===== src/sv/rrqs_pkg.sv =====
`timescale 1ns / 1ps
`default_nettype none

package rrqs_pkg;

  localparam int MAX_PROCS = 16;
  localparam int IDX_W     = $clog2(MAX_PROCS);
  localparam int CNT_W     = $clog2(MAX_PROCS + 1);
  localparam int ID_W      = 8;
  localparam int TIME_W    = 16;

  localparam logic MODE_INSERT = 1'b0;
  localparam logic MODE_SERVE  = 1'b1;

  typedef enum logic [1:0] {
    ST_SERVED   = 2'd0,
    ST_DONE     = 2'd1,
    ST_INSERTED = 2'd2,
    ST_FULL     = 2'd3
  } status_t;

  // one process table entry
  typedef struct packed {
    logic [TIME_W-1:0] quota;
    logic [TIME_W-1:0] remaining;
    logic [ID_W-1:0]   id;
  } entry_t;

  localparam int ENTRY_W = $bits(entry_t);

  // controller to datapath
  typedef struct packed {
    logic insert;       // insert item accepted
    logic start;        // serve item accepted, a runnable entry exists
    logic idle_result;  // serve item accepted, nothing runnable
    logic finish;       // entry read back, update and load the result
  } cmd_t;

  // datapath to controller
  typedef struct packed {
    logic has_work;
  } stat_t;

endpackage

`default_nettype wire


===== src/sv/round_robin_quantum_scheduler.sv =====
// Round-robin process scheduler with a per-process time quantum. The block holds a
// table of up to rrqs_pkg::MAX_PROCS processes (id, remaining time, quota) in one
// registered-read RAM, plus a runnable bit per entry in flip-flops. An insert item
// (tuser = 0) appends a process and answers inserted, or table full when the table is
// already at capacity. A serve item (tuser = 1) runs a rotating priority search over
// the runnable bits from the current position in the cycle it is accepted and reads
// the chosen entry; the next cycle subtracts the quota (clamped at zero), writes the
// entry back and loads the result. A serve with no runnable process answers all done.
// Every item gives exactly one result, held in an output register; a new item is taken
// while no serve is in progress and that register is empty or being drained in the
// same cycle. Entries are only ever read below the fill count, so the table needs no
// clearing after reset.
`timescale 1ns / 1ps
`default_nettype none

module round_robin_quantum_scheduler (
  input  wire logic        clk,
  input  wire logic        rst,
  input  wire logic        s_tvalid,
  output      logic        s_tready,
  input  wire logic [39:0] s_tdata,   // process_id[7:0], time_needed[23:8], turn_quota[39:24]
  input  wire logic        s_tuser,   // mode
  output      logic        m_tvalid,
  input  wire logic        m_tready,
  output      logic [23:0] m_tdata,   // served_id[7:0], time_left[23:8]
  output      logic [1:0]  m_tuser    // status
);

  rrqs_pkg::cmd_t                cmd;
  rrqs_pkg::stat_t               stat;
  rrqs_pkg::status_t             out_status;
  logic [rrqs_pkg::ID_W-1:0]     out_id;
  logic [rrqs_pkg::TIME_W-1:0]   out_left;

  // sequencing: accept, two-step serve, result register handshake
  rrqs_ctrl u_ctrl (
    .clk       (clk),
    .rst       (rst),
    .in_valid  (s_tvalid),
    .in_mode   (s_tuser),
    .in_ready  (s_tready),
    .out_valid (m_tvalid),
    .out_ready (m_tready),
    .stat      (stat),
    .cmd       (cmd)
  );

  // process table, search, quota subtract and result payload
  rrqs_dp u_dp (
    .clk        (clk),
    .rst        (rst),
    .cmd        (cmd),
    .stat       (stat),
    .in_id      (s_tdata[7:0]),
    .in_time    (s_tdata[23:8]),
    .in_quota   (s_tdata[39:24]),
    .out_status (out_status),
    .out_id     (out_id),
    .out_left   (out_left)
  );

  assign m_tdata = {out_left, out_id};
  assign m_tuser = out_status;

endmodule

`default_nettype wire


===== src/sv/rrqs_ram.sv =====
`timescale 1ns / 1ps
`default_nettype none

module rrqs_ram #(
  parameter int WIDTH = 8,
  parameter int DEPTH = 16
) (
  input  wire logic                     clk,
  input  wire logic                     we,
  input  wire logic [$clog2(DEPTH)-1:0] waddr,
  input  wire logic [WIDTH-1:0]         wdata,
  input  wire logic                     re,
  input  wire logic [$clog2(DEPTH)-1:0] raddr,
  output      logic [WIDTH-1:0]         rdata
);

  logic [WIDTH-1:0] mem [DEPTH];

  always_ff @(posedge clk) begin
    if (we) begin
      mem[waddr] <= wdata;
    end
    if (re) begin
      rdata <= mem[raddr];
    end
  end

endmodule

`default_nettype wire


===== src/sv/rrqs_ctrl.sv =====
`timescale 1ns / 1ps
`default_nettype none

module rrqs_ctrl (
  input  wire logic           clk,
  input  wire logic           rst,
  input  wire logic           in_valid,
  input  wire logic           in_mode,
  output      logic           in_ready,
  output      logic           out_valid,
  input  wire logic           out_ready,
  input  wire rrqs_pkg::stat_t stat,
  output      rrqs_pkg::cmd_t  cmd
);

  typedef enum logic {
    S_IDLE,
    S_SERVE
  } state_t;

  state_t state;
  logic   out_free;
  logic   accept;
  logic   load;

  // result register can take a new value this cycle
  assign out_free = !out_valid || out_ready;
  assign in_ready = (state == S_IDLE) && out_free;
  assign accept   = in_valid && in_ready;

  always_comb begin
    cmd             = '0;
    cmd.insert      = accept && (in_mode == rrqs_pkg::MODE_INSERT);
    cmd.start       = accept && (in_mode == rrqs_pkg::MODE_SERVE) && stat.has_work;
    cmd.idle_result = accept && (in_mode == rrqs_pkg::MODE_SERVE) && !stat.has_work;
    cmd.finish      = (state == S_SERVE) && out_free;
  end

  assign load = cmd.insert || cmd.idle_result || cmd.finish;

  always_ff @(posedge clk) begin
    if (rst) begin
      state     <= S_IDLE;
      out_valid <= 1'b0;
    end else begin
      if (load) begin
        out_valid <= 1'b1;
      end else if (out_ready) begin
        out_valid <= 1'b0;
      end
      unique case (state)
        S_IDLE: begin
          if (cmd.start) begin
            state <= S_SERVE;
          end
        end
        S_SERVE: begin
          if (cmd.finish) begin
            state <= S_IDLE;
          end
        end
        default: state <= S_IDLE;
      endcase
    end
  end

endmodule

`default_nettype wire


===== src/sv/rrqs_dp.sv =====
`timescale 1ns / 1ps
`default_nettype none

module rrqs_dp (
  input  wire logic                          clk,
  input  wire logic                          rst,
  input  wire rrqs_pkg::cmd_t                cmd,
  output      rrqs_pkg::stat_t               stat,
  input  wire logic [rrqs_pkg::ID_W-1:0]     in_id,
  input  wire logic [rrqs_pkg::TIME_W-1:0]   in_time,
  input  wire logic [rrqs_pkg::TIME_W-1:0]   in_quota,
  output      rrqs_pkg::status_t             out_status,
  output      logic [rrqs_pkg::ID_W-1:0]     out_id,
  output      logic [rrqs_pkg::TIME_W-1:0]   out_left
);

  logic [rrqs_pkg::CNT_W-1:0]     count;
  logic [rrqs_pkg::IDX_W-1:0]     pos;
  logic [rrqs_pkg::MAX_PROCS-1:0] flags;     // entry still has time left
  logic [rrqs_pkg::MAX_PROCS-1:0] active;
  logic [rrqs_pkg::IDX_W-1:0]     sel_idx;
  logic [rrqs_pkg::IDX_W-1:0]     hit_idx;
  logic [rrqs_pkg::IDX_W-1:0]     lo_idx;
  logic [rrqs_pkg::IDX_W-1:0]     hi_idx;
  logic                           lo_hit;
  logic                           hi_hit;
  logic                           full;
  logic                           do_insert;
  logic                           sel_last;
  logic [rrqs_pkg::TIME_W-1:0]    nrem;
  rrqs_pkg::entry_t               rd_entry;
  rrqs_pkg::entry_t               wr_entry;
  logic [rrqs_pkg::ENTRY_W-1:0]   rd_bits;
  logic [rrqs_pkg::IDX_W-1:0]     waddr;
  logic                           we;

  assign full      = (count == rrqs_pkg::CNT_W'(rrqs_pkg::MAX_PROCS));
  assign do_insert = cmd.insert && !full;

  // rotating priority search: first runnable entry at or after pos, else wrap
  always_comb begin
    lo_idx = '0;
    hi_idx = '0;
    lo_hit = 1'b0;
    hi_hit = 1'b0;
    for (int i = 0; i < rrqs_pkg::MAX_PROCS; i++) begin
      active[i] = flags[i] && (rrqs_pkg::CNT_W'(i) < count);
    end
    for (int i = rrqs_pkg::MAX_PROCS - 1; i >= 0; i--) begin
      if (active[i]) begin
        lo_idx = rrqs_pkg::IDX_W'(i);
        lo_hit = 1'b1;
        if (rrqs_pkg::IDX_W'(i) >= pos) begin
          hi_idx = rrqs_pkg::IDX_W'(i);
          hi_hit = 1'b1;
        end
      end
    end
  end

  assign hit_idx       = hi_hit ? hi_idx : lo_idx;
  assign stat.has_work = lo_hit;

  assign rd_entry = rrqs_pkg::entry_t'(rd_bits);
  assign nrem     = (rd_entry.quota >= rd_entry.remaining) ? '0
                  : rd_entry.remaining - rd_entry.quota;
  assign sel_last = (rrqs_pkg::CNT_W'(sel_idx) + rrqs_pkg::CNT_W'(1)) == count;

  always_comb begin
    if (cmd.finish) begin
      waddr              = sel_idx;
      wr_entry.id        = rd_entry.id;
      wr_entry.remaining = nrem;
      wr_entry.quota     = rd_entry.quota;
    end else begin
      waddr              = count[rrqs_pkg::IDX_W-1:0];
      wr_entry.id        = in_id;
      wr_entry.remaining = in_time;
      wr_entry.quota     = in_quota;
    end
  end

  assign we = do_insert || cmd.finish;

  rrqs_ram #(
    .WIDTH (rrqs_pkg::ENTRY_W),
    .DEPTH (rrqs_pkg::MAX_PROCS)
  ) u_table (
    .clk   (clk),
    .we    (we),
    .waddr (waddr),
    .wdata (wr_entry),
    .re    (cmd.start),
    .raddr (hit_idx),
    .rdata (rd_bits)
  );

  always_ff @(posedge clk) begin
    if (rst) begin
      count <= '0;
      pos   <= '0;
      flags <= '0;
    end else begin
      if (do_insert) begin
        flags[count[rrqs_pkg::IDX_W-1:0]] <= (in_time != '0);
        count                              <= count + rrqs_pkg::CNT_W'(1);
      end
      if (cmd.finish) begin
        flags[sel_idx] <= (nrem != '0);
        pos            <= sel_last ? '0 : sel_idx + rrqs_pkg::IDX_W'(1);
      end
    end
  end

  always_ff @(posedge clk) begin
    if (cmd.start) begin
      sel_idx <= hit_idx;
    end
    if (cmd.insert) begin
      out_status <= full ? rrqs_pkg::ST_FULL : rrqs_pkg::ST_INSERTED;
      out_id     <= '0;
      out_left   <= '0;
    end else if (cmd.idle_result) begin
      out_status <= rrqs_pkg::ST_DONE;
      out_id     <= '0;
      out_left   <= '0;
    end else if (cmd.finish) begin
      out_status <= rrqs_pkg::ST_SERVED;
      out_id     <= rd_entry.id;
      out_left   <= nrem;
    end
  end

endmodule

`default_nettype wire


===== config.mk =====
export PLATFORM = sky130hd
export DESIGN_NAME = round_robin_quantum_scheduler
export DESIGN_NICKNAME = d
export VERILOG_FILES = /design/src/sv/rrqs_pkg.sv /design/src/sv/round_robin_quantum_scheduler.sv /design/src/sv/rrqs_ram.sv /design/src/sv/rrqs_ctrl.sv /design/src/sv/rrqs_dp.sv
export SDC_FILE = /design/constraint.sdc
export NUM_CORES = 1
export LEC_CHECK = 0
export BUFFER_PORTS_ARGS = -buffer_cell sky130_fd_sc_hd__buf_2
export CAP_MARGIN = 20
export CORE_MARGIN = 3
export CORE_UTILIZATION = 49
export DETAILED_ROUTE_END_ITERATION = 12
export PLACE_DENSITY = 0.67
export SLEW_MARGIN = 20
export SYNTH_ARGS = -nofsm -noshare
export SYNTH_HDL_FRONTEND = slang
export SYNTH_HIERARCHICAL = 1
export SYNTH_SLANG_ARGS = --single-unit

===== constraint.sdc =====
create_clock -name clk -period 5.8 [get_ports clk]
set_input_delay 0.87 -clock clk [delete_from_list [all_inputs] [get_ports clk]]
set_output_delay 0.87 -clock clk [all_outputs]
set_load 0.02 [all_outputs]

==> impl_results.md <==
- Post-synthesis sequential area ratio: a little under three quarters
- Pint: 8.75 mW
- Arr. time, crit path: 4.86 ns
- Post-synth top flop: edfxtp_1
- Leak: about 11 nW
- Final hold violations: 0
- PD cells: ~320 nW/um^2
- Detail Route Antenna Nets: 0
- Seq pwr share: a little over half
- # fillers: ~4600
- Via count: between 15000 and 20000
- Hold/Removal Path Class: reg2reg
- Met2 usage: between 30% and 40%
- CP Buf/Inv Count: 1
- TritonCTS clock tree: yes
- Top Family by Delay on Critical Path: compound AO/OA/AOI/OAI gates
- Placed insts: around 2500
- Clk root buf: clkbuf_16
- Met1 Resource Use GR: 32.2%
- Fin crit period: 4.51 ns
- Die height: 255 um
- Status: finished clean
- Clock group share of total power: 44.2%
- Met3 Usage GRT: under 10%
- Number of synthesized flops with an enable pin: slightly below 700
- Placer congestion estimate: around 0.86
- Clock Path Buffers: 3
- Latest clock arrival within the worst-skew pair: approximately 0.63 ns
- DR pass1 iterations: 5
- Core area: slightly above 60000 sq um
- Slew headroom: between 20% and 30%
- Clk sinks: approximately 740
- Final Util: between 50% and 60%
- Max-slew violations: 0
- CP max stage delay: approximately 0.62 ns
- Postcts setup bufs: 0
- Resized cells post-CTS: 0
- Row cnt: 90
- H-Tree Depth: 3
- Post-cts hold buffer count: 0
- Setup crit start kind: flip-flop
- Fmax: between 0.2 and 0.25 GHz
- Seq cells post-synth: approximately 740
- CP Data Required Time: 6.16 ns
- Net Sw Frac: between 10% and 20%
- GRT overflow: 0
- Worst-path cell chain: or2_2, o31ai_1, o21ai_0, and2_1, nor2_1, nand2_1, or3_1, o22ai_4, buf_4, mux4_2, a22oi_1, nand2_1
- Pwr Total: approximately 11 mW
- Vias in the first global route: around 16000
- Syn avg cell area: roughly 18 sq um
- Slowest library cell on the worst path: buf_4
- Routed WL: slightly above 70000 um
- Post-Syn Nets: 1751
- Share of layout cells above drive strength 1: 22.4%
- Ant diodes: 0
- DR iter-0 viols: 1647
- Final period util: slightly below 80%
- Die area: around 65000 sq um
- Comb pwr share: 2.3%
- Nets: ~1900
- Psw: between 2 and 2.5 mW
- Crit path kind: reg2reg
- Library cells used by synthesis: between 80 and 90
- Number of antenna violations at the first check in global routing: 2
- # setup viols final: 0
- Worst-margin pin slew: around 1.1 ns
- Yosys warning total: 6
- Max Clock Skew: roughly 0.026 ns
- CTS Buf Count: 77
- DR DRC count: 0
- Critical path capture point type: flip-flop
- Multi-input gate area: approximately 8000 sq um
- Port buffer count: slightly above 70
- Maximum vdd ir drop: between 0.0003 and 0.0004 V
- Largest net degree at the start of global routing: 57
- Non-filler instance count after layout: ~2700
- RSZ-0062 raised after global routing: false
- WL per Instance: 26.8 um
- Gate Count Post-Synth: about 1700
- P&R area growth vs syn: 13.3%
- Busiest grt layer: met2
- Half-perimeter wire length after placement: 41000 um
- GRT Overall Usage: 22.1%
- Register area: 21600 sq um
- Die width: around 250 um
- DR vias/cell: between 6 and 7
- Initial Util: roughly 50%
- Setup TNS: 0 ns
- Largest fanout on the critical path: 46
- Async set-or-reset flop fraction in the synthesized netlist: 0%
- Global-route wire length before repair: between 100000 and 150000 um
- Synth Cell Area: roughly 30000 sq um
- # IOs: 73
- Worst path most repeated cell: nand2_1
- Maximum Capacitance Violations: 0
- Clock transition at path regs: around 0.060 ns
## power groups by stage
stage               Clock (mW)  Combinational (mW)  Sequential [mW]
floorplan                    0               0.140             5.96
finish                    4.83               0.248             5.85
CTS                       4.91               0.248             5.85
global route              5.13               0.270             5.85
detailed placement           0               0.247             5.97
global placement             0               0.238             5.96
## worst reg2reg max path, stage by stage (launching register included)
cell	delay (ns)
dfxtp_1	0.45
or2_2	0.41
o31ai_1	0.51
o21ai_0	0.15
and2_1	0.20
nor2_1	0.12
nand2_1	0.09
or3_1	0.40
o22ai_4	0.49
buf_4	0.63
mux4_2	0.46
a22oi_1	0.24
nand2_1	0.09
## cell usage in the layout, fill, tap and decap left out, types with 10 or more instances in the layout
cell type	Yosys	final
nor2_4	0	14
buf_2	13	72
nand2_1	125	125
nor2_1	49	35
a22oi_1	86	86
inv_1	58	58
clkinv_1	0	12
a21oi_1	55	55
mux4_1	60	60
buf_4	1	53
nand2b_1	15	15
buf_12	11	10
ha_1	24	24
xnor2_1	12	12
o211ai_1	12	12
mux2_2	33	33
clkinv_2	0	13
o31ai_1	14	14
edfxtp_1	686	686
dfxtp_1	51	51
mux4_2	100	100
clkbuf_1	55	25
clkbuf_16	0	78
o21ai_0	51	49
## state kept, by name, indices dropped and copies added, names as in the netlist
register / count
u_ctrl/out_valid: 1
u_ctrl/state: 1
u_dp/count: 5
u_dp/flags: 16
u_dp/out_id: 8
u_dp/out_left: 16
u_dp/out_status: 2
u_dp/pos: 4
u_dp/sel_idx: 4
u_dp/u_table/mem: 640
u_dp/u_table/rdata: 40
## layer usage
metal | vias up | share of wire [%]
met5 | - | 0.10
met4 | 2 | 2.4
met3 | 96 | 7.3
met2 | 667 | 47
met1 | 8575 | 43
li1 | 7104 | -
## through the flow
| stage | hold slack, ns | setup WS (ns) | instance area [sq um] |
|---|---|---|---|
| finish | 0.453 | 1.29 | 34400 |
| floorplan | 0.484 | 0.237 | 30400 |
| global route | 0.481 | 0.980 | 34400 |
| detailed placement | 0.451 | 1.24 | 31900 |
| global placement | 0.450 | 1.33 | 31900 |
| CTS | 0.460 | 1.31 | 34400 |
## synthesized netlist by cell type (13+ instances only)
cell type	number	area, sq um
edfxtp_1	686	20600
ha_1	24	300
nand2b_1	15	93.8
o21ai_0	51	255
mux4_2	100	2250
o31ai_1	14	105
nor2_1	49	184
inv_1	58	218
nand2_1	125	469
buf_2	13	65.1
a21oi_1	55	275
a22oi_1	86	646
mux2_2	33	372
dfxtp_1	51	1020
clkbuf_1	55	206
mux4_1	60	1580
## kinds of logic (layout without fill, tap and decap cells)
kind of cell | after synthesis | after routing | share of synthesized area (%)
AOI/OAI and AO/OA | 294 | 294 | 6.65
xor gates and xnor gates | 17 | 17 | 0.490
adders and majority gates | 25 | 25 | 1.06
buffers and inverters | 148 | 336 | 2.58
DFF | 737 | 737 | 71.2
muxes | 194 | 194 | 13.9
and+or+nand+nor | 266 | 266 | 4.14
## worst paths after layout
| path | endpoint | cells after the start | start | slack [ns] |
|---|---|---|---|---|
| worst max-delay path | u_dp/u_table/rdata[33] | 12 | u_dp/count[4] | 1.29 |
| worst min-delay path | u_dp/out_id[7] | 2 | u_dp/out_id[7] | 0.45 |
| worst max register to register | u_dp/u_table/rdata[33] | 12 | u_dp/count[4] | 1.29 |
| worst min register to register | u_dp/out_id[7] | 2 | u_dp/out_id[7] | 0.45 |
## area by class of cell
class                           instances  area share, %
Clock inverter                         39           1.25
Clock buffer                          104           5.99
Timing Repair Buffer                  135           2.79
Multi-Input combinational cell        796           23.6
Sequential cell                       737           62.9
Tap cell                              782           2.84
Inverter                               58          0.633
Power figures use the tool's default switching activity.
